[config.mk]
export PLATFORM = sky130hd
export DESIGN_NAME = tcle_cmd_queue
export DESIGN_NICKNAME = d
export VERILOG_FILES = /design/src/hw/rtl/text_console_line_editor_core_assert.svh /design/src/hw/rtl/tcle_pkg.sv /design/src/hw/rtl/tcle_cmd_queue.sv
export SDC_FILE = /design/constraint.sdc
export NUM_CORES = 1
export LEC_CHECK = 0
export BUFFER_PORTS_ARGS = -buffer_cell sky130_fd_sc_hd__clkbuf_2
export CORE_MARGIN = 4
export CORE_UTILIZATION = 40
export DETAILED_ROUTE_END_ITERATION = 10
export PLACE_DENSITY = 0.57
export SYNTH_ARGS = -nofsm -noshare
export SYNTH_HDL_FRONTEND = slang
export SYNTH_SLANG_ARGS = --single-unit
[constraint.sdc]
create_clock -name clk -period 3.5 [get_ports clk]
set_clock_uncertainty 0.1 [all_clocks]
set_input_delay 0.35 -clock clk [delete_from_list [all_inputs] [get_ports clk]]
set_output_delay 0.35 -clock clk [all_outputs]
set_load 0.02 [all_outputs]
[src/hw/rtl/text_console_line_editor_core_assert.svh]
// Assertion macros for the text console line editor RTL, included by the back end.
`ifndef TEXT_CONSOLE_LINE_EDITOR_CORE_ASSERT_SVH
`define TEXT_CONSOLE_LINE_EDITOR_CORE_ASSERT_SVH

// The condition must never hold while out of reset.
`define TCLE_ASSERT_NEVER(label, cond, msg) \
    label: assert property (@(posedge clk) disable iff (!rst_n) !(cond)) else $error(msg);

// When pre holds, post must hold in the same cycle.
`define TCLE_ASSERT_IMPLY(label, pre, post, msg) \
    label: assert property (@(posedge clk) disable iff (!rst_n) (pre) |-> (post)) else $error(msg);

`endif

[src/hw/rtl/tcle_pkg.sv]
// Package with types and constants of the text console line editor.
package tcle_pkg;

    localparam int COLUMNS      = 80;
    localparam int ROWS         = 25;
    localparam int LINE_DEPTH   = 63;
    localparam int READER_DEPTH = 15;
    localparam int CELLS        = COLUMNS * ROWS;

    localparam int CURSOR_W = 11;
    localparam int LINE_W   = 6;
    localparam int READER_W = 4;
    localparam int COL_W    = $clog2(COLUMNS);

    localparam logic [7:0] KEY_BACKSPACE = 8'h08;
    localparam logic [7:0] KEY_NEWLINE   = 8'h0A;
    localparam logic [7:0] KEY_ESCAPE    = 8'h1B;
    localparam logic [7:0] BLANK         = 8'h20;
    localparam logic [7:0] COLOR_RESET   = 8'h60;

    localparam logic [2:0] KIND_PRINT   = 3'd0;
    localparam logic [2:0] KIND_TYPED   = 3'd1;
    localparam logic [2:0] KIND_NEWLINE = 3'd2;
    localparam logic [2:0] KIND_CLEAR   = 3'd3;
    localparam logic [2:0] KIND_READ    = 3'd4;
    localparam logic [2:0] KIND_READER  = 3'd5;

    typedef struct packed {
        logic [2:0]          kind;
        logic [7:0]          character;
        logic [CURSOR_W-1:0] cell_index;
    } in_item_t;

    typedef struct packed {
        logic                result_kind;
        logic [CURSOR_W-1:0] cursor_position;
        logic [LINE_W-1:0]   line_length;
        logic [7:0]          cell_char;
        logic [7:0]          cell_color;
        logic [7:0]          line_char;
        logic                last;
        logic [READER_W-1:0] readers_pending;
    } out_item_t;

    typedef enum logic [3:0] {
        OP_NOP,
        OP_PUT,
        OP_NEWROW,
        OP_NEWROW_IF,
        OP_BACKSPACE,
        OP_TYPE,
        OP_DELIVER,
        OP_ESCAPE,
        OP_CLEAR,
        OP_READ,
        OP_READER_REQ
    } op_t;

    typedef struct packed {
        op_t                 op;
        logic [7:0]          character;
        logic [CURSOR_W-1:0] cell_index;
    } cmd_t;

    typedef enum logic [2:0] {
        ST_SWEEP,
        ST_DRAIN,
        ST_IDLE,
        ST_READ_WAIT,
        ST_STATUS,
        ST_LINE_RD,
        ST_LINE_EMIT,
        ST_TERM
    } back_state_t;

endpackage

[src/hw/rtl/tcle_cmd_queue.sv]
// Four-entry command queue between the front and back ends.
module tcle_cmd_queue
    import tcle_pkg::*;
(
    input  logic clk,
    input  logic rst_n,
    input  logic push,
    input  cmd_t push_cmd,
    output logic push_ready,
    input  logic pop,
    output cmd_t pop_cmd,
    output logic pop_valid
);

    cmd_t       entry_reg [4];
    logic [1:0] wr_ptr_reg, wr_ptr_next;
    logic [1:0] rd_ptr_reg, rd_ptr_next;
    logic [2:0] count_reg, count_next;

    assign push_ready = (count_reg != 3'd4);
    assign pop_valid  = (count_reg != 3'd0);
    assign pop_cmd    = entry_reg[rd_ptr_reg];

    always_comb
    begin
        wr_ptr_next = push ? wr_ptr_reg + 2'd1 : wr_ptr_reg;
        rd_ptr_next = pop ? rd_ptr_reg + 2'd1 : rd_ptr_reg;
        count_next  = count_reg + {2'd0, push} - {2'd0, pop};
    end

    always_ff @(posedge clk or negedge rst_n)
    begin
        if (!rst_n)
        begin
            wr_ptr_reg <= '0;
            rd_ptr_reg <= '0;
            count_reg  <= '0;
        end
        else
        begin
            wr_ptr_reg <= wr_ptr_next;
            rd_ptr_reg <= rd_ptr_next;
            count_reg  <= count_next;
        end
    end

    always_ff @(posedge clk)
    begin
        if (push)
            entry_reg[wr_ptr_reg] <= push_cmd;
    end

endmodule

* Word level (Yosys, flattened, before mapping)
Memories as Yosys holds them, arrays and structs flattened.
Index checks and enable logic that the tools add are counted.
Widths: inputs -> output; s select.
** Operators by class
- Bitwise gates (word level) :: 0
- Reductions and logical operators :: 1
- Order comparisons :: 0
- Shifts and indexed selects :: 0
- Multipliers :: 0
- Add/sub/neg operators :: 4
- Muxes and demuxes :: 2
- Div/mod/pow operators :: 0
- Equality and inequality tests :: 1
** Operators with widths (count)
- $add 2x1->2 const B :: 2
- $add 3x1->3 :: 1
- $ne 3x3->1 const B :: 1
- $reduce_bool 3->1 :: 1
- $sub 3x1->3 :: 1
- $mux 1 :: 2
** Storage, ports and cells
- Logic and storage cells :: 12
- Memory bits (writable) :: 92
- Memory bits (read-only) :: 0
- Memories :: 1
- Bits in latches :: 0
- Output and inout bits :: 25
- Bits of input ports :: 27
- Flip-flop bits (word level) :: 7
** Memory list
- entry_reg :: words 4, width 23, read ports 1, clocked after Yosys merged registers in 0, write ports 1, RTL line tcle_cmd_queue.sv:15 : cmd_t entry_reg [4];

* Depth between registers and ports, before layout
- Depth in word-level cells :: 2
- Gate-level depth with buffers :: 8
- Mapped depth without buffers :: 8

* Worst setup path before layout
OpenSTA, ideal clock, no wires.
- Kind :: flip-flop to flip-flop
- From :: register wr_ptr_reg[0]
- To :: memory entry_reg[2][0] (netlist bit), enable pin
- Period minus slack after synthesis :: 1.685 ns
- Library setup time :: 0.382 ns
- Buffers on the path :: 0
- Required time :: 3.018 ns
- Arrival time :: 1.203 ns
- Setup slack :: 1.815 ns
- Cell stages (with the launch flop) :: 4
- Path through :: dfrtp_1 > inv_1 > ha_1 > and2_1
** RTL lines
- from (decl) :: RTL line tcle_cmd_queue.sv:16 : logic [1:0] wr_ptr_reg, wr_ptr_next;
- from (signal assigned) :: RTL line tcle_cmd_queue.sv:41 : wr_ptr_reg <= wr_ptr_next;
- to (decl) :: RTL line tcle_cmd_queue.sv:15
Straight into the memory's write port.

==> impl_metrics.tcl <==
set metrics [dict create \
    slew_headroom_pct 37.9 \
    die_area_mm2 0.0110 \
    fin_tns_setup_ns 0 \
    grt_util_all_layers_pct 11.9 \
    leakage_uw 0.00155 \
    end_kind "output port" \
    drc 0 \
    synthTopCellsByCount "92 x edfxtp_1, 18 x mux4_2, 7 x dfrtp_1" \
    ys.flop_type "edfxtp_1" \
    vias 1652 \
    grt_pass1_wl_mm 9.69 \
    core_mm2 0.00920 \
    fill_cells 772 \
    synth-seq-area-share_pct 78.3 \
    setup_viol 0 \
    fmax_mhz 394 \
    rr_worst_depth 4 \
    setup_slack_ns 0.964 \
    finalHoldViolCount 0 \
    startpoint_type "flop" \
    outcome "complete, no violations" \
    peakVddDrop_mv 0.307 \
    layout_min_cycle_time_ns 2.54 \
    synth.net_count 190 \
    ys_warn_count 0 \
    synth_edf_count 92 \
    clockRootBuffer "clkbuf_8" \
    cts_buffers 9 \
    antenna_found_initial 0 \
    synth_area_leaders "edfxtp_1 74%, mux4_2 11%, dfrtp_1 4.7%" \
    p_clk_share_pct 19.8 \
    powerDensity_mw_per_mm2 809 \
    cp.required_ns 3.05 \
    worstSkewPairLatency_ns 0.34 \
    ff2ff_setup_slack_ns 1.44 \
    crit_chain "mux4_1, clkbuf_2" \
    start_util_pct 40.8 \
    routabilityCongestion 0.636 \
    max_stage_delay_ns 0.92 \
    intPower_uw 2380 \
    cp_max_fo 25 \
    num_antenna_cells 0 \
    cts_sinks 99 \
    dp_hpwl_mm 4.04 \
    cts_tree "yes" \
    slew_viol_final 0 \
    synth_cell_type_count 17 \
    p_switching_uw 1130 \
    dp_cells 319 \
    die_w_um 105 \
    power_uw 3510 \
    cts_setup_buffers 0 \
    path_class "reg2out" \
    cts_buffer_depth 2 \
    final_area_mm2 0.00434 \
    synth_largest_area_cell "edfxtp_1" \
    clk_pin_slew_ns 0.10 \
    syn-cell-area_mm2 0.00375 \
    h-tree-depth 3 \
    p_comb_share_pct 31.1 \
    drv_cap 0 \
    netSwitchingFraction_pct 32.1 \
    grt_overflow 0 \
    io_pins 52 \
    yosysMostFrequentCell "edfxtp_1" \
    drt_iter0_drc 38 \
    cp.arrival_ns 2.09 \
    synth_top_area_share_pct 73.6 \
    vias_per_cell 4.92 \
    dr.pass1.iters 4 \
    die_y_um 105 \
    post-place-ws_ns 1.27 \
    tightest_slew_ns 0.932 \
    row_count 35 \
    p_seq_share_pct 49.1 \
    ctsResizeCount 0 \
    whs_path_depth 1 \
    synth_seq_cells 99 \
    grt_pass1_vias 1800 \
    wl_per_cell_um 17.8 \
    final.period_utilization_pct 72.5 \
    dpl_cell_area_mm2 0.00414 \
    final_cells 336 \
    io_buffer_count 51 \
    syn_inst 156 \
    hp-class "in2reg" \
    largest_register_ffs 92 \
    drive_gt1_share_pct 40.4 \
    async_flop_share_pct 7.07 \
    syn_avg_cell_area_um2 24.1 \
    nets 254 \
    area_growth_pct 15.6 \
    drtAntennaViolNets 0 \
    cpMaxStageDelayCell "dfrtp_2" \
    wl_mm 5.99 \
    rsz0062_at_grt "false" \
    grt_max_degree 26 \
]
## kinds of logic (layout without fill, tap and decap cells)
logic type,after synthesis,in the layout,share of synthesized area [%]
and+or+nand+nor,9,9,1.23
xor gates and xnor gates,5,5,1.17
muxes,23,23,14.3
AOI/OAI and AO/OA,1,1,0.133
DFF,99,99,78.3
buffers and inverters,12,81,2.37
adders and majority gates,7,7,2.53
## path summary, 6_finish.rpt
check                              startpoint          endpoint
worst max-delay path            rd_ptr_reg[0]       pop_cmd[22]
worst min register to register  wr_ptr_reg[0]     wr_ptr_reg[0]
min in group asynchronous               rst_n      count_reg[2]
worst min-delay path             push_cmd[21]  entry_reg[3][21]
worst max register to register  wr_ptr_reg[1]  entry_reg[1][18]
max in group asynchronous               rst_n     rd_ptr_reg[0]
## power by group through the flow
stage | Sequential [µW] | Clock [µW] | Combinational, µW
finish | 1730 | 695 | 1090
global route | 1760 | 777 | 1190
CTS | 1740 | 724 | 1130
detailed placement | 1770 | 0 | 1120
global placement | 1760 | 0 | 1110
floorplan | 1630 | 0 | 919
## critical path, delay by kind of cell, from the launching register on
kind	cells	cell delay (ns)
flops	1	0.92
mux	1	0.65
buf+inv	1	0.17
## metrics by stage
step / util, % / hold slack [ns]
global placement: 45.0 / 0.0981
CTS: 47.2 / 0.0945
global route: 47.2 / 0.0913
detailed placement: 45.0 / 0.101
finish: 47.2 / 0.118
floorplan: - / -0.0456
## per-layer routing
layer	part of all wire (%)	routed length (µm)	track usage, %
met1	44	2660	14.0
met2	50	3010	20.2
met3	4.8	285	4.63
met4	0.57	34	3.37
met5	0	0	0
## timing repair
action	4_1_cts	5_1_grt
hold buffers	1	0
endpoints found under the hold margin	7	0
setup endpoints to repair	0	0
## cell type report
class | instances | area [µm²] | area share, %
multi-input combinational | 45 | 727 | 16.8
clock inverter | 5 | 62.6 | 1.44
sequential | 99 | 2940 | 67.7
inverter | 6 | 22.5 | 0.519
clock buffer | 11 | 131 | 3.03
tap | 111 | 139 | 3.20
timing repair buffer | 59 | 318 | 7.32
## cell usage in the layout, fill, tap and decap left out, drive strengths merged
cell type,count
inv,7
and2,4
buf,7
ha,6
o21ai,1
nor2,1
fa,1
dlygate4sd3,1
dfrtp,7
clkinv,1
xnor2,3
or3,1
clkinvlp,2
bufinv,1
xor2,2
edfxtp,92
nand2,3
mux4,23
clkbuf,62
Note: power is estimated with default switching activity, not from simulation.
