<file path="config.mk">
export PLATFORM = sky130hd
export DESIGN_NAME = tcle_front
export DESIGN_NICKNAME = d
export VERILOG_FILES = /design/src/hw/rtl/text_console_line_editor_core_assert.svh /design/src/hw/rtl/tcle_pkg.sv /design/src/hw/rtl/tcle_front.sv
export SDC_FILE = /design/constraint.sdc
export NUM_CORES = 1
export LEC_CHECK = 0
export ABC_AREA = 1
export CORE_AREA = 3 3 40 42
export DETAILED_ROUTE_END_ITERATION = 8
export DIE_AREA = 0 0 43 45
export DONT_BUFFER_PORTS = 1
export PLACE_DENSITY = 0.42
export SYNTH_ARGS = -nofsm -noshare
export SYNTH_HDL_FRONTEND = slang
export SYNTH_SLANG_ARGS = --single-unit
</file>
<file path="constraint.sdc">
create_clock -name vclk -period 0.8
set_input_delay 0.12 -clock vclk [all_inputs]
set_output_delay 0.12 -clock vclk [all_outputs]
set_load 0.03 [all_outputs]
</file>
<file path="src/hw/rtl/text_console_line_editor_core_assert.svh">
// Assertion macros for the text console line editor RTL, included by the back end.
`ifndef TEXT_CONSOLE_LINE_EDITOR_CORE_ASSERT_SVH
`define TEXT_CONSOLE_LINE_EDITOR_CORE_ASSERT_SVH

// The condition must never hold while out of reset.
`define TCLE_ASSERT_NEVER(label, cond, msg) \
    label: assert property (@(posedge clk) disable iff (!rst_n) !(cond)) else $error(msg);

// When pre holds, post must hold in the same cycle.
`define TCLE_ASSERT_IMPLY(label, pre, post, msg) \
    label: assert property (@(posedge clk) disable iff (!rst_n) (pre) |-> (post)) else $error(msg);

`endif

</file>
<file path="src/hw/rtl/tcle_pkg.sv">
// Package with types and constants of the text console line editor.
package tcle_pkg;

    localparam int COLUMNS      = 80;
    localparam int ROWS         = 25;
    localparam int LINE_DEPTH   = 63;
    localparam int READER_DEPTH = 15;
    localparam int CELLS        = COLUMNS * ROWS;

    localparam int CURSOR_W = 11;
    localparam int LINE_W   = 6;
    localparam int READER_W = 4;
    localparam int COL_W    = $clog2(COLUMNS);

    localparam logic [7:0] KEY_BACKSPACE = 8'h08;
    localparam logic [7:0] KEY_NEWLINE   = 8'h0A;
    localparam logic [7:0] KEY_ESCAPE    = 8'h1B;
    localparam logic [7:0] BLANK         = 8'h20;
    localparam logic [7:0] COLOR_RESET   = 8'h60;

    localparam logic [2:0] KIND_PRINT   = 3'd0;
    localparam logic [2:0] KIND_TYPED   = 3'd1;
    localparam logic [2:0] KIND_NEWLINE = 3'd2;
    localparam logic [2:0] KIND_CLEAR   = 3'd3;
    localparam logic [2:0] KIND_READ    = 3'd4;
    localparam logic [2:0] KIND_READER  = 3'd5;

    typedef struct packed {
        logic [2:0]          kind;
        logic [7:0]          character;
        logic [CURSOR_W-1:0] cell_index;
    } in_item_t;

    typedef struct packed {
        logic                result_kind;
        logic [CURSOR_W-1:0] cursor_position;
        logic [LINE_W-1:0]   line_length;
        logic [7:0]          cell_char;
        logic [7:0]          cell_color;
        logic [7:0]          line_char;
        logic                last;
        logic [READER_W-1:0] readers_pending;
    } out_item_t;

    typedef enum logic [3:0] {
        OP_NOP,
        OP_PUT,
        OP_NEWROW,
        OP_NEWROW_IF,
        OP_BACKSPACE,
        OP_TYPE,
        OP_DELIVER,
        OP_ESCAPE,
        OP_CLEAR,
        OP_READ,
        OP_READER_REQ
    } op_t;

    typedef struct packed {
        op_t                 op;
        logic [7:0]          character;
        logic [CURSOR_W-1:0] cell_index;
    } cmd_t;

    typedef enum logic [2:0] {
        ST_SWEEP,
        ST_DRAIN,
        ST_IDLE,
        ST_READ_WAIT,
        ST_STATUS,
        ST_LINE_RD,
        ST_LINE_EMIT,
        ST_TERM
    } back_state_t;

endpackage

</file>
<file path="src/hw/rtl/tcle_front.sv">
// Front end: accepts requests and classifies them into back end commands.
module tcle_front
    import tcle_pkg::*;
(
    input  logic     in_valid,
    output logic     in_ready,
    input  in_item_t in_item,
    output logic     q_push,
    output cmd_t     q_cmd,
    input  logic     q_ready
);

    op_t op;

    always_comb
    begin
        case (in_item.kind)
            KIND_PRINT:
            begin
                if (in_item.character == KEY_NEWLINE)
                    op = OP_NEWROW;
                else if (in_item.character == 8'd0)
                    op = OP_NOP;
                else
                    op = OP_PUT;
            end
            KIND_TYPED:
            begin
                if (in_item.character == KEY_BACKSPACE)
                    op = OP_BACKSPACE;
                else if (in_item.character == KEY_NEWLINE)
                    op = OP_DELIVER;
                else if (in_item.character == KEY_ESCAPE)
                    op = OP_ESCAPE;
                else
                    op = OP_TYPE;
            end
            KIND_NEWLINE: op = OP_NEWROW_IF;
            KIND_CLEAR:   op = OP_CLEAR;
            KIND_READ:    op = OP_READ;
            KIND_READER:  op = OP_READER_REQ;
            default:      op = OP_NOP;
        endcase
    end

    assign in_ready = q_ready;
    assign q_push   = in_valid & q_ready;
    assign q_cmd    = '{op: op, character: in_item.character, cell_index: in_item.cell_index};

endmodule

</file>
# Word level (Yosys, flattened, before mapping)
# Cells that the tools add are included.
# Widths: inputs -> output; s select.
# op_classes
n_addsub,0
mul,0
div_mod_pow,0
n_lt_le_gt_ge,0
n_eq_ne,8
shifts,0
muxes,6
bitwise,1
n_reduce_logical,2
# ops
operator,count
$pmux 4 s6,1
$eq 8x4->1 const B,2
$eq 8x5->1 const B,1
$logic_not 8->1,1
$mux 2,4
$eq 3x2->1 const B,2
$eq 3x3->1 const B,2
$eq 3x1->1 const B,1
$logic_not 3->1,1
$and 1x1->1,1
$mux 1,1
# word_totals
register_bits,0
latchBits,0
ram_bits,0
mem_bits_ro,0
input_bits,24
out_inout_bits,25
elab_cells,17
mem_count,0

# Logic depth before layout (Yosys ltp)
# Gate-level depths: netlist of the first run.
# depth
depth_word,5
ltp_mapped,7

# Least setup slack after synthesis of the first run
# OpenSTA, ideal clock, no wires.
# synth_path
path_kind,input -> output
from,input in_item[19] (netlist bit)
to,output q_cmd[19] (netlist bit)
arrival_time_ns,0.919
t_required_ns,0.680
slack_ns,-0.239
cell_stages,6
path_cell_list,inv_2 > nor2_2 > nand2_1 > clkinv_1 > nand3_1 > nand3_1
# synth_lines
item,line_no,rtl
from (decl),tcle_front.sv:7,"input in_item_t in_item,"
to (decl),tcle_front.sv:9,"output cmd_t q_cmd,"

==> run_results.csv, run 1 <==
group,metric,value,unit
worst_hold_path,whs_path_depth,0,
synthesis,synth_compound_area_share,4.747,%
setup_path,worstSetupStartpointType,"input pin",
pwr,p_total,182.2,uW
cells_and_area,antenna_cells,0,
clock_tree,postCtsSetupRepairBufs,0,
synthesis,synth-simple-area-share,43.99,%
setup_path,worstSetupPathType,"in -> out",
status,failed_checks,"negative setup slack",
floorplan,io_pins,49,
cells_and_area,fillCellCount,153,
setup_path,path_delay_family,"simple AND/OR/NAND/NOR gates",
synthesis,ys_top_cells_by_area,"buf_4 (38%), nand2_1 (13%), nand3_1 (7.6%)",
synthesis,synth.top_cell.area_share,37.97,%
setup_path,path_buf_inv,1,
synthesis,syn_nets,96,
cells_and_area,utilization,32.42,%
sta,layout_setup_ws,-0.002486,ns
sta,setup_viol,1,
cells_and_area,fin_nets,80,
setup_path,crit_required,0.68,ns
synthesis,syn_avg_cell_area,5.491,um2
clock_tree,cts-hold-fix-buffers,0,
route,ant_nets,0,
global_routing,grt_max_degree,5,
sta,worst_pin_slew,0.3057,ns
synthesis,ys_warn_count,0,
worst_hold_path,min_path_type,"in -> out",
sta,rsz0062_at_grt,"yes",
pwr,p_leak,0.0001893,uW
floorplan,chipHeight,45,um
sta,layout_min_cycle_time,0.8025,ns
pwr,vdd_drop_max,0.1313,mV
place,place_hpwl,591.2,um
setup_path,arrival,0.68,ns
floorplan,num_rows,13,
worst_hold_path,holdPathEnd,"q_cmd[10]",
route,routed-via-count,300,
sta,tns,-0.002486,ns
setup_path,slowest_delay,0.15,ns
floorplan,core_area,1285,um2
global_routing,grt_overflow,0,
setup_path,cp_max_fo,3,
synthesis,seq_area_frac_synth,0,%
synthesis,post-synth-top-area-cell,"buf_4",
cells_and_area,seq_cells,0,
synthesis,post-synth-top-count-cell,"buf_4",
route,drc,0,
place,port_buffers,0,
global_routing,antenna_found_initial,0,
cells_and_area,clock_buffer_count,0,
route,viasPerCell,4.348,
place,gp_routability_congestion,0.6626,
setup_path,slowest_stage,"a21oi_1",
sta,drv_slew,0,
global_routing,grtUsageTotal,7.546,%
global_routing,grt_pass1_vias,283,
floorplan,initial_core_util,30.77,%
synthesis,netlist_area,395.4,um2
route,drt-total-wl,664,um
route,post_drt_wl_per_cell,9.623,um
setup_path,crit_chain,"inv_2 > nor2_2 > nand2_2 > a21oi_1 > nand2_2 > nand2_4",
setup_path,end_kind,"primary output",
cells_and_area,syn_to_final_growth,5.380,%
sta,post-route-period-util,100.3,%
global_routing,grt_pass1_wl,1.221,mm
floorplan,dieArea,1935,um2
synthesis,synth_top_family_by_area,"buffers and inverters",
run,drv_cap,0,
synthesis,synth_xor_area_share,0,%
sta,hold_viol_final,0,
synthesis,synth_cells,72,
synthesis,synthMuxAreaShare,0,%
route,drt_first_iter_violations,0,
floorplan,die_x,43,um
sta,slew_headroom,79.69,%
cells_and_area,drive_gt1_share,53.70,%
pwr,power.density,437.4,nW/um2
cells_and_area,regArea,0,um2
route,dr.pass1.iters,1,
sta,worst_hold_slack,0.2400,ns
setup_path,cp_common_cell,"nand2_2",
worst_hold_path,min_from,"in_item[10]",
sta,fmax,1246,MHz
status,status,"finished, violations left",
place,place_ws,-0.04323,ns
synthesis,synth_cell_types,15,
synthesis,synthTopCellsByCount,"buf_4 (20), nand2_1 (14), inv_1 (8)",
synthesis,synth_fa_ha_area_share,0,%
[stage by stage]
| stage | cells | instance area [um2] |
|---|---|---|
| 6_report | 69 | 416.7 |
| 3_5_place_dp | 70 | 321.6 |
| 3_3_place_gp | 70 | 321.6 |
| 5_1_grt | 69 | 416.7 |
| 2_1_floorplan | 72 | 430.4 |
| 4_1_cts | 69 | 364.1 |
[layer usage]
layer  global-route usage [%]  vias up  part of all wire, %
met2                    13.77       18                   56
li1                         -      159                    -
met1                    9.286      121                   32
met3                    1.594        2                   12
met5                        0        -                    0
met4                    1.205        0                 0.30
[final cells by class]
type / count / area, um2 / area share [%]
inverters: 14 / 118.9 / 28.53
well taps: 15 / 18.77 / 4.505
multi-input cells: 38 / 264.0 / 63.36
repair buffers: 2 / 15.01 / 3.604
[cells by family (layout without fill, tap and decap cells)]
kind of cell	Yosys count	in the layout
AND/OR/NAND/NOR	35	35
buffers and inverters	34	16
AO/OA/AOI/OAI	3	3
[where the power goes]
group	leakage, uW	switching (uW)	internal, uW
logic	0.000189	114	68.4
clock network	0	0	0
registers	0	0	0
total	0.000189	114	68.4
[layout by cell type (no fill, tap or decap)]
cell | Yosys | layout
nor2_1 | 5 | 5
nand2_2 | 4 | 5
inv_2 | 5 | 2
a21oi_1 | 1 | 1
clkinv_16 | 0 | 1
nand4_1 | 1 | 1
nand3_2 | 0 | 1
clkinv_4 | 0 | 1
buf_4 | 20 | 2
inv_4 | 0 | 2
nand2_8 | 0 | 1
o21ai_0 | 1 | 1
nand2_1 | 14 | 8
nand3_1 | 6 | 4
nor2_4 | 2 | 3
inv_8 | 0 | 1
nand2_4 | 0 | 4
and3_1 | 1 | 1
clkinv_8 | 0 | 1
nand3_4 | 0 | 1
nor2_2 | 2 | 1
inv_1 | 8 | 4
inv_6 | 0 | 2
o21ai_2 | 1 | 1
[repair_timing]
action / in CTS / in global routing
endpoints found under the setup margin: 2 / 2
gates resized for setup: 18 / 11
pin swaps: 8 / 5
[worst max path at each step]
stage	from	end	slack [ns]	cells past startpoint
2_1_floorplan	in_item[19]	q_cmd[19]	-0.0004	6
3_3_place_gp	in_item[13]	q_cmd[20]	-0.05	7
3_5_place_dp	in_item[13]	q_cmd[20]	-0.04	7
4_1_cts	in_item[15]	q_cmd[20]	-0.002	7
5_1_grt	in_item[16]	q_cmd[20]	-0.07	7
6_report	in_item[19]	q_cmd[20]	-0.002	6
(Power assumes the default switching activity.)
==> run 2, diff against run 1 <==
Settings changed: PLACE_DENSITY 0.42 to 0.4.
Clock period 0.8 ns to 1.02 ns, I/O delays scaled along.
==> run 2 against run 1 <==
Against the previous run: the flow now finishes without violations; utilization is 10 points lower; wire length is 6.2% lower; final area is 32% lower; critical endpoint is now q_cmd[19]; largest cell class unchanged; highest routed layer is now met3.
==> run_results.csv, run 2 (synthesized netlist as in run 1, its figures left out) <==
group,metric,value,unit
status,status,"completed",
cells_and_area,clock_buffer_count,0,
route,post_drt_wl_per_cell,9.162,um
sta,drv_slew,0,
global_routing,grt_overflow,0,
route,drt-total-wl,623,um
setup_path,worstSetupPathType,"in -> out",
cells_and_area,seq_cells,0,
global_routing,grt_pass1_vias,237,
sta,layout_min_cycle_time,0.9487,ns
floorplan,core_area,1285,um2
setup_path,cp_num_cells,6,
route,ant_nets,0,
pwr,p_leak,0.0001557,uW
place,place_hpwl,575.4,um
setup_path,crit_required,0.87,ns
worst_hold_path,min_path_type,"in -> out",
cells_and_area,layout_commonest_cell,"nand2_1",
route,dr.pass1.iters,2,
sta,hold_viol_final,0,
setup_path,crit_chain,"inv_1 > nand2_1 > nor2_4 > nand2_2 > nand3_1 > nand3_2",
place,gp_routability_congestion,0.6409,
place,dpl_cell_area,277.8,um2
sta,rsz0062_at_grt,"no",
setup_path,arrival,0.80,ns
cells_and_area,final_cell_mix,"nand2_1 (13), inv_1 (8), inv_2 (5), nor2_1 (5), nand3_1 (5)",
pwr,power.density,368.0,nW/um2
setup_path,path_buf_inv,1,
setup_path,path_delay_family,"simple AND/OR/NAND/NOR gates",
sta,worst_pin_slew,0.3060,ns
global_routing,grtUsageTotal,5.887,%
floorplan,num_rows,13,
cells_and_area,fin_area,285.3,um2
sta,slew_headroom,79.67,%
sta,setup_viol,0,
cells_and_area,antenna_cells,0,
floorplan,die_x,43,um
run,drv_cap,0,
pwr,p_total,105.0,uW
route,drt_first_iter_violations,3,
route,viasPerCell,4.279,
worst_hold_path,whs_path_depth,0,
cells_and_area,drive_gt1_share,33.96,%
pwr,vdd_drop_max,0.1001,mV
global_routing,grt_max_degree,5,
place,port_buffers,0,
setup_path,end_kind,"primary output",
place,place_ws,-0.006414,ns
global_routing,grt_pass1_wl,931,um
cells_and_area,regArea,0,um2
global_routing,antenna_found_initial,0,
setup_path,worstSetupStartpointType,"input pin",
route,drc,0,
route,routed-via-count,291,
sta,layout_setup_ws,0.07132,ns
floorplan,dieArea,1935,um2
floorplan,chipHeight,45,um
sta,tns,0,ns
floorplan,io_pins,49,
floorplan,initial_core_util,30.77,%
setup_path,cp_max_fo,4,
cells_and_area,utilization,22.20,%
cells_and_area,syn_to_final_growth,-27.85,%
sta,fmax,1054,MHz
setup_path,slowest_delay,0.17,ns
sta,post-route-period-util,93.01,%
cells_and_area,fin_nets,79,
setup_path,slowest_stage,"nand3_2",
run 2: changes by cell type in the layout (fill, tap and decap cells not counted), sizes merged:
cell / previous run / this run
buf: 2 / 1
clkinv: 3 / 1
inv: 11 / 13
run 2: report_power, final:
| part | leakage, uW | switching, uW | internal, uW | total [uW] |
|---|---|---|---|---|
| combinational | 0.000156 | 74.6 | 30.4 | 105 |
| sequential | 0 | 0 | 0 | 0 |
| clock | 0 | 0 | 0 | 0 |
| total | 0.000156 | 74.6 | 30.4 | 105 |
run 2: path summary, 6_finish.rpt:
check / endpoint / startpoint
worst max-delay path: q_cmd[19] / in_item[16]
worst min-delay path: q_cmd[10] / in_item[10]
run 2: timing repair:
item                       in CTS  in global routing
hold buffers                    0                  0
gates resized for setup         1                  1
setup endpoints to repair       1                  1
buffers inserted                0                  0
run 2: area by class of cell:
cell class	instances	area [um2]
fill	162	999.7
inverter	14	53.80
multi-input combinational	38	205.2
tap	15	18.77
timing repair buffer	1	7.507
run 2: through the flow:
stage          hold WS (ns)  cells
2_1_floorplan        0.4377     72
3_3_place_gp         0.3062     68
3_5_place_dp         0.3062     68
4_1_cts              0.3062     68
5_1_grt              0.3060     68
6_report             0.3060     68
run 2: metal layers:
metal	wire (um)	global-route usage, %	vias up
met3	70	0.3984	0
met2	297	10.78	15
met5	0	0	-
met1	255	7.857	118
met4	0	0.6024	0
li1	-	-	158
==> run 3, diff against run 2 <==
Settings changed: ABC_AREA 1 to 0, PLACE_DENSITY 0.4 to 0.31.
==> run 3 against run 2 <==
Against the previous run: the run now ends with negative setup slack left; maximum frequency down 20%; die area unchanged; cell count fell by 44%; critical endpoint unchanged; count of clock-buffer cells in the layout stayed put; critical path type unchanged; worst setup slack worse by 0.23 ns.
==> run_results.csv, run 3 <==
group,metric,value,unit
global_routing,grt_overflow,0,
pwr,p_leak,0.00006995,uW
synthesis,netlist_area,280.3,um2
route,wl_met2,254,um
route,wl_met3,167,um
route,drt-total-wl,618,um
worst_hold_path,min_path_type,"in -> out",
pwr,combPwrFrac,100.0,%
status,failed_checks,"negative setup slack",
floorplan,initial_core_util,21.81,%
route,drc,0,
pwr,vdd_drop_max,0.04943,mV
synthesis,ys_warn_count,0,
sta,setup_viol,2,
synthesis,synth_cells,40,
floorplan,core_area,1285,um2
global_routing,grt_pass1_wl,966,um
global_routing,antenna_found_initial,0,
place,place_hpwl,532.5,um
cells_and_area,clock_buffer_count,0,
route,viasPerCell,5.368,
synthesis,synthTopCellsByCount,"buf_4 (20), nand2_1 (3), nor2_1 (2)",
route,topRoutingLayerUsed,"met4",
synthesis,synth.top_cell.area_share,53.57,%
route,wl_met1,150,um
floorplan,die_x,43,um
synthesis,seq_area_frac_synth,0,%
setup_path,crit_required,0.87,ns
sta,rsz0062_at_grt,"yes",
sta,drv_slew,0,
route,routed-via-count,204,
place,gp_routability_congestion,0.6660,
route,post_drt_wl_per_cell,16.26,um
route,drt_first_iter_violations,0,
route,ant_nets,0,
setup_path,worstSetupStartpointType,"input pin",
clock_tree,postCtsSetupRepairBufs,0,
cells_and_area,syn_to_final_growth,-19.20,%
cells_and_area,regArea,0,um2
pwr,p_clk_share,0,%
global_routing,grt_pass1_vias,211,
sta,post-route-period-util,115.8,%
setup_path,cp_max_fo,7,
cells_and_area,antenna_cells,0,
global_routing,grtUsageTotal,6.136,%
synthesis,ys_top_cells_by_area,"buf_4 (54%), o211ai_2 (4.5%), nand2_1 (4.0%)",
place,place_ws,-0.1701,ns
setup_path,slowest_stage,"or4_4",
setup_path,crit_chain,"or4_4 > o211ai_2 > a31oi_4",
sta,hold_viol_final,0,
setup_path,arrival,1.03,ns
status,status,"finished, violations left",
setup_path,slowest_delay,0.51,ns
place,dpl_cell_area,226.5,um2
setup_path,worstSetupPathType,"in -> out",
sta,slew_headroom,80.07,%
synthesis,synth_cell_types,18,
run,drv_cap,0,
pwr,seqPwrFrac,0,%
pwr,power_switching,49.46,uW
floorplan,dieArea,1935,um2
synthesis,syn_avg_cell_area,7.007,um2
synthesis,post-synth-top-area-cell,"buf_4",
setup_path,end_kind,"primary output",
cells_and_area,fin_area,226.5,um2
sta,worst_pin_slew,0.3010,ns
floorplan,io_pins,49,
global_routing,grt_max_degree,9,
route,dr.pass1.iters,1,
place,port_buffers,0,
cells_and_area,fin_nets,49,
sta,layout_setup_ws,-0.1607,ns
sta,fmax,847.0,MHz
pwr,cell_internal_pwr,34.04,uW
pwr,power.density,368.7,nW/um2
synthesis,post-synth-top-count-cell,"buf_4",
synthesis,syn_nets,64,
cells_and_area,final_cell_mix,"nand2_1 (3), buf_4 (3), nor2_1 (2)",
floorplan,chipHeight,45,um
cells_and_area,drive_gt1_share,39.13,%
cells_and_area,seq_cells,0,
pwr,swShare,59.24,%
sta,layout_min_cycle_time,1.181,ns
floorplan,num_rows,13,
-- run 3: what timing repair did --
item                                    4_1_cts  5_1_grt
hold buffers                                  0        0
pin swaps                                     1        2
endpoints found under the setup margin        2        2
gates resized for setup                       0        0
-- run 3: layout make-up --
type / count / area (um2)
fillers: 148 / 1059
multi-input cells: 20 / 185.2
well taps: 15 / 18.77
repair buffers: 3 / 22.52
-- run 3: per-stage QoR --
stage | hold slack [ns] | util (%) | power [uW] | setup TNS [ns] | std cells
after floorplan | 0.3920 | - | 219.7 | -0.2772 | 40
after global placement | 0.3062 | 17.62 | 86.27 | -0.3121 | 38
after detailed placement | 0.3062 | 17.62 | 84.78 | -0.3010 | 38
after CTS | 0.3062 | 17.62 | 85.12 | -0.2966 | 38
after global routing | 0.3060 | 17.62 | 90.00 | -0.3517 | 38
final | 0.3060 | 17.62 | 83.50 | -0.2383 | 38
-- run 3: cells by family after synthesis --
| group | count (synthesis) | synth area share, % |
|---|---|---|
| compound gates | 6 | 15.62 |
| buf+inv | 20 | 53.57 |
| mux | 1 | 3.572 |
| simple gates | 13 | 27.24 |
-- run 3: power by group through the flow --
stage / clock network (uW) / logic, uW / registers, uW
6_report: 0 / 83.5 / 0
5_1_grt: 0 / 90.0 / 0
4_1_cts: 0 / 85.1 / 0
3_5_place_dp: 0 / 84.8 / 0
3_3_place_gp: 0 / 86.3 / 0
2_1_floorplan: 0 / 220 / 0
-- run 3: worst paths after layout --
path	slack [ns]	endpoint	start	depth (start not counted)
max	-0.16	q_cmd[19]	in_item[21]	3
min	0.31	q_cmd[1]	in_item[1]	0
-- run 3: critical path: cells and delay by family --
| kind | cells | cell delay, ns |
|---|---|---|
| simple gates | 1 | 0.51 |
| compound gates | 2 | 0.36 |
-- run 3: per-layer routing --
metal,global-route usage [%],vias to the layer above
li1,-,87
met1,5.476,76
met2,9.581,25
met3,3.586,16
met4,6.024,0
met5,0,-
